--- src/design/jss_pkg.sv ---
`default_nettype none
// ----------------------------------------------------------------------------
// jss_pkg
// Shared types, codes and sizes of the job slot scheduler.
// ----------------------------------------------------------------------------
package jss_pkg;

  localparam int unsigned NumSlots = 64;
  localparam int unsigned SlotW    = $clog2(NumSlots);
  localparam int unsigned CntW     = SlotW + 1;
  localparam int unsigned GenW     = 16;
  localparam int unsigned StepW    = 5;

  // item modes
  localparam logic [2:0] MODE_SUBMIT   = 3'd0;
  localparam logic [2:0] MODE_DISPATCH = 3'd1;
  localparam logic [2:0] MODE_COMPLETE = 3'd2;
  localparam logic [2:0] MODE_QUERY    = 3'd3;
  localparam logic [2:0] MODE_RELEASE  = 3'd4;

  // submit result codes
  localparam logic [1:0] CODE_OK       = 2'd0;
  localparam logic [1:0] CODE_INVALID  = 2'd1;
  localparam logic [1:0] CODE_OVERFLOW = 2'd2;

  // slot phases
  localparam logic [2:0] PH_FREE   = 3'd0;
  localparam logic [2:0] PH_WAIT   = 3'd1;
  localparam logic [2:0] PH_QUEUED = 3'd2;
  localparam logic [2:0] PH_RUN    = 3'd3;
  localparam logic [2:0] PH_FIN    = 3'd4;

  // job status
  localparam logic [1:0] JS_PENDING = 2'd0;
  localparam logic [1:0] JS_RUNNING = 2'd1;
  localparam logic [1:0] JS_DONE    = 2'd2;
  localparam logic [1:0] JS_FAILED  = 2'd3;

  // controller steps
  localparam logic [StepW-1:0] S_IDLE     = 5'd0;
  localparam logic [StepW-1:0] S_NOP      = 5'd1;
  localparam logic [StepW-1:0] S_SUB_A    = 5'd2;
  localparam logic [StepW-1:0] S_SUB_CHK  = 5'd3;
  localparam logic [StepW-1:0] S_SUB_WR   = 5'd4;
  localparam logic [StepW-1:0] S_SUB_LINK = 5'd5;
  localparam logic [StepW-1:0] S_DIS_RING = 5'd6;
  localparam logic [StepW-1:0] S_DIS_REC  = 5'd7;
  localparam logic [StepW-1:0] S_DIS_WR   = 5'd8;
  localparam logic [StepW-1:0] S_CMP_RD   = 5'd9;
  localparam logic [StepW-1:0] S_CMP_CHK  = 5'd10;
  localparam logic [StepW-1:0] S_FIN_WR   = 5'd11;
  localparam logic [StepW-1:0] S_FIN_RD   = 5'd12;
  localparam logic [StepW-1:0] S_FIN_DEP  = 5'd13;
  localparam logic [StepW-1:0] S_QRY_RD   = 5'd14;
  localparam logic [StepW-1:0] S_QRY_OUT  = 5'd15;
  localparam logic [StepW-1:0] S_REL_RD   = 5'd16;
  localparam logic [StepW-1:0] S_REL_WR   = 5'd17;

  typedef struct packed {
    logic [2:0]      phase;
    logic [1:0]      status;
    logic [CntW-1:0] dep;
    logic            det;
    logic [GenW-1:0] gen;
  } slot_rec_t;

  typedef struct packed {
    logic [2:0]  mode;
    logic [63:0] job_word;
    logic [31:0] after_handle;
    logic [31:0] handle;
    logic [5:0]  slot;
    logic        failed;
  } jss_in_t;

  typedef struct packed {
    logic [1:0]  code;
    logic [31:0] result_handle;
    logic        got_job;
    logic [5:0]  job_slot;
    logic [63:0] job_out;
    logic        handle_valid;
    logic [1:0]  job_status;
  } jss_out_t;

  typedef struct packed {
    logic             latch;
    logic [StepW-1:0] step;
    logic             emit;
  } jss_cmd_t;

  typedef struct packed {
    logic sub_bad;
    logic link_need;
    logic ring_empty;
    logic slot_oob;
    logic not_running;
    logic fin_more;
    logic fin_chain;
  } jss_stat_t;

endpackage
`default_nettype wire

--- src/design/jss_ctrl.sv ---
`default_nettype none
// ----------------------------------------------------------------------------
// jss_ctrl
// Sequencer of the scheduler: walks each item through its datapath steps.
// ----------------------------------------------------------------------------
module jss_ctrl (
  input  wire logic              clk_i,
  input  wire logic              rst_ni,
  input  wire logic              start_i,
  input  wire logic [2:0]        mode_i,
  input  wire jss_pkg::jss_stat_t stat_i,
  output jss_pkg::jss_cmd_t      cmd_o,
  output logic                   busy_o
);
  import jss_pkg::*;

  logic [StepW-1:0] state_q, state_d;
  logic             emit;

  always_comb begin
    state_d = state_q;
    emit    = 1'b0;
    unique case (state_q)
      S_IDLE: begin
        if (start_i) begin
          unique case (mode_i)
            MODE_SUBMIT:   state_d = S_SUB_A;
            MODE_DISPATCH: state_d = S_DIS_RING;
            MODE_COMPLETE: state_d = S_CMP_RD;
            MODE_QUERY:    state_d = S_QRY_RD;
            MODE_RELEASE:  state_d = S_REL_RD;
            default:       state_d = S_NOP;
          endcase
        end
      end
      S_NOP: begin
        emit = 1'b1; state_d = S_IDLE;
      end
      S_SUB_A:   state_d = S_SUB_CHK;
      S_SUB_CHK: begin
        if (stat_i.sub_bad) begin
          emit = 1'b1; state_d = S_IDLE;
        end else begin
          state_d = S_SUB_WR;
        end
      end
      S_SUB_WR: begin
        if (stat_i.link_need) begin
          state_d = S_SUB_LINK;
        end else begin
          emit = 1'b1; state_d = S_IDLE;
        end
      end
      S_SUB_LINK: begin
        emit = 1'b1; state_d = S_IDLE;
      end
      S_DIS_RING: begin
        if (stat_i.ring_empty) begin
          emit = 1'b1; state_d = S_IDLE;
        end else begin
          state_d = S_DIS_REC;
        end
      end
      S_DIS_REC: state_d = S_DIS_WR;
      S_DIS_WR: begin
        emit = 1'b1; state_d = S_IDLE;
      end
      S_CMP_RD: begin
        if (stat_i.slot_oob) begin
          emit = 1'b1; state_d = S_IDLE;
        end else begin
          state_d = S_CMP_CHK;
        end
      end
      S_CMP_CHK: begin
        if (stat_i.not_running) begin
          emit = 1'b1; state_d = S_IDLE;
        end else begin
          state_d = S_FIN_WR;
        end
      end
      S_FIN_WR: begin
        if (stat_i.fin_more) begin
          state_d = S_FIN_RD;
        end else begin
          emit = 1'b1; state_d = S_IDLE;
        end
      end
      S_FIN_RD:  state_d = stat_i.fin_chain ? S_FIN_WR : S_FIN_DEP;
      S_FIN_DEP: begin
        emit = 1'b1; state_d = S_IDLE;
      end
      S_QRY_RD:  state_d = S_QRY_OUT;
      S_QRY_OUT: begin
        emit = 1'b1; state_d = S_IDLE;
      end
      S_REL_RD:  state_d = S_REL_WR;
      S_REL_WR: begin
        emit = 1'b1; state_d = S_IDLE;
      end
      default:   state_d = S_IDLE;
    endcase
  end

  always_ff @(posedge clk_i or negedge rst_ni) begin
    if (!rst_ni) begin
      state_q <= S_IDLE;
    end else begin
      state_q <= state_d;
    end
  end

  assign busy_o      = (state_q != S_IDLE);
  assign cmd_o.latch = start_i && (state_q == S_IDLE);
  assign cmd_o.step  = state_q;
  assign cmd_o.emit  = emit;

endmodule
`default_nettype wire

--- config.mk ---
export PLATFORM = sky130hd
export DESIGN_NAME = jss_ctrl
export DESIGN_NICKNAME = d
export VERILOG_FILES = /design/src/design/jss_pkg.sv /design/src/design/jss_ctrl.sv
export SDC_FILE = /design/constraint.sdc
export NUM_CORES = 1
export LEC_CHECK = 0
export BUFFER_PORTS_ARGS = -buffer_cell sky130_fd_sc_hd__clkbuf_2
export CORE_MARGIN = 4
export CORE_UTILIZATION = 30
export CTS_CLUSTER_SIZE = 40
export DETAILED_ROUTE_END_ITERATION = 10
export PLACE_DENSITY = 0.6
export SYNTH_ARGS = -nofsm -noshare
export SYNTH_HDL_FRONTEND = slang
export SYNTH_SLANG_ARGS = --single-unit
--- constraint.sdc ---
create_clock -name clk_i -period 2.9 [get_ports clk_i]
set_input_delay 0.145 -clock clk_i [delete_from_list [all_inputs] [get_ports clk_i]]
set_output_delay 0.145 -clock clk_i [all_outputs]
set_load 0.02 [all_outputs]
==> reports/qor.txt <==
Hold crit path type - primary input to flip-flop
Most frequent cells in the layout - clkbuf_2, a21oi_1, nand2b_1, nor2_1, nand3b_1
Io pins - 21
Row count - 16
Tot Pwr - 0.000767 W
Syn_nets - 101
CTS tree - yes
Synth unique cells - 34
Vias in the first global route - 660
RR Startpoint - state_q[0]$_DFFE_PN0P_
Commonest non-fill, non-tap cell in the layout - clkbuf_2
Peak VDD IR - 0.657 mV
DR iter-0 viols - 15
CTS sink count - 5
Crit path from - state_q[0]$_DFFE_PN0P_
Number of antenna cells inserted - 0
Min-delay src - mode_i[0]
Worst endpoint required time - 2.76 ns
Die height - 54.1 microns
Worst Setup End Kind - output pin
Setup TNS Final - 0 ns
Setup-failing EPs final - 0
Die ar. - 0.00292 sq mm
Final WL - 1.77 mm
DRT antenna net count - 0
Layout cells sized above 1 - 26.7%
Clock latency on the worst-skew pair - 0.24 ns
Core Util, Final - 38.6%
Cells after Synth - 88
Syn avg cell area - 7.24 sq um
Biggest register - state_q
RSZ-0062 raised after global routing - no
Initial antenna violation count - 0
Slew @ Worst Pin - 0.643 ns
IO Port Bufs - 20
DR WL/cell - 13.4 microns
Multi-input logic area - 454 sq um
Largest net degree at the start of global routing - 25
Vias - 698
Placed insts - 127
CP arrival - 1.80 ns
Worst Hold Slack - 0.212 ns
Max_cap viols - 0
First-pass GRT wire length - 2.92 mm
Crit start category - flip-flop
Static leakage - 0.293 nW
Slew Limit Fails - 0
Mapped Area - 637 sq um
Max reg flops - 5
Longest Clk Path Bufs - 2
Hold Vio Cnt, Final - 0
DR vias/cell - 5.29
CTS Buf Count - 3
# DRC - 0
Starting Density - 32.1%
PD cells - 1000 mW/mm^2
Resized cells post-CTS - 0
TritonRoute pass-1 iters - 4
Critical path peak fanout - 24
Clk_skew - 0.000937 ns
Core area - 0.00198 sq mm
Clock transition at path regs - 0.04 ns
FF+latch count, synth - 5
Post-DP HPWL - 1.31 mm
Fin nets - 119
H-tree levels - 1
Sequential cell area - 125 sq um
GRT Residual Overflow - 0
Die W - 54.1 microns
Fin crit share - 67.1%
Area grow syn2layout - 20.0%
Fmax achieved - 0.514 GHz
Fillers - 212
Register area share after synthesis - 19.6%
Final Wtd Congestion - 0.852
Setup Crit Path Kind - flip-flop to output pin
Post-Layout Cell Count - 132
CTS Root Cell - clkbuf_4
Regs by FF count - state_q x5
Status - completed
Global Route Usage Sum - 13.5%
Synth warn - 0
Min cycle time layout - 1.94 ns
Rel. slew slack - 57.1%
[cells by family after synthesis]
kind of cell           Yosys count  synth area share (%)
and+or+nand+nor                 44                  44.2
AOI/OAI and AO/OA               27                  27.1
DFF                              5                  19.6
buffers and inverters           12                  9.04
[worst max-delay path, cell delays in order (launching register included)]
cell	delay [ns]
dfrtp_1	0.75
nand3b_1	0.19
a21oi_1	0.07
o31ai_1	0.26
nand3_1	0.12
clkbuf_2	0.17
[layout make-up]
class                           instances  area share (%)
Clock buffer                            4            3.44
Inverter                                4            1.96
Multi-Input combinational cell         71            59.4
Sequential cell                         5            16.4
Tap cell                               27            4.42
Timing Repair Buffer                   21            14.4
[power by group]
part / internal [W] / switching (W) / total [W]
logic: 0.000207 / 0.000279 / 0.000487
clock network: 0.0000519 / 0.0000263 / 0.0000781
registers: 0.0000928 / 0.000109 / 0.000202
total: 0.000352 / 0.000415 / 0.000767
[metal layers]
layer,vias to the layer above,global-route usage (%),share of wire (%)
li1,360,-,-
met1,323,19.0,50
met2,15,21.2,46
met3,0,1.39,4.1
met4,0,4.98,0
met5,-,0,0
[worst paths after layout]
check,to,slack [ns],cells past startpoint
max,cmd_o[0],0.96,5
min,state_q[2]$_DFFE_PN0P_,0.21,3
max reg2reg,state_q[1]$_DFFE_PN0P_,1.09,4
min reg2reg,state_q[4]$_DFFE_PN0P_,0.84,2
max in group asynchronous,state_q[3]$_DFFE_PN0P_,2.50,2
min in group asynchronous,state_q[0]$_DFFE_PN0P_,0.26,2
[Yosys cell counts]
master,number,area (sq um)
a2111oi_2,1,15.0
a211oi_1,2,15.0
a21boi_0,1,7.51
a21oi_1,10,50.1
a21oi_2,1,8.76
a31oi_1,2,12.5
and3_1,1,6.26
buf_2,7,35.0
buf_4,1,7.51
dfrtp_1,5,125
inv_1,4,15.0
nand2_1,4,15.0
nand2b_1,7,43.8
nand3_1,2,10.0
nand3b_1,6,45.0
nand4_1,1,6.26
nand4b_1,1,8.76
nand4bb_1,1,11.3
nor2_1,7,26.3
nor2_2,1,6.26
nor2b_1,1,6.26
nor3_1,3,15.0
nor3_4,1,16.3
nor4_1,2,12.5
nor4b_1,1,8.76
o211ai_1,1,7.51
o21a_1,1,7.51
o21ai_0,4,20.0
o21ai_1,1,5.00
o221ai_1,1,8.76
o31ai_1,2,15.0
or2b_1,3,22.5
or4_4,1,11.3
or4b_1,1,10.0
[stage by stage]
stage | setup slack [ns] | area (sq um)
floorplan | 1.32 | 637
global placement | 1.14 | 728
detailed placement | 1.09 | 728
CTS | 0.913 | 764
global route | 0.740 | 764
finish | 0.955 | 764
[timing repair]
action | 4_1_cts | 5_1_grt
hold buffers | 1 | 0
setup buffers | 0 | 0
hold endpoints to repair | 5 | 0
Note: power is estimated with default switching activity, not from simulation.
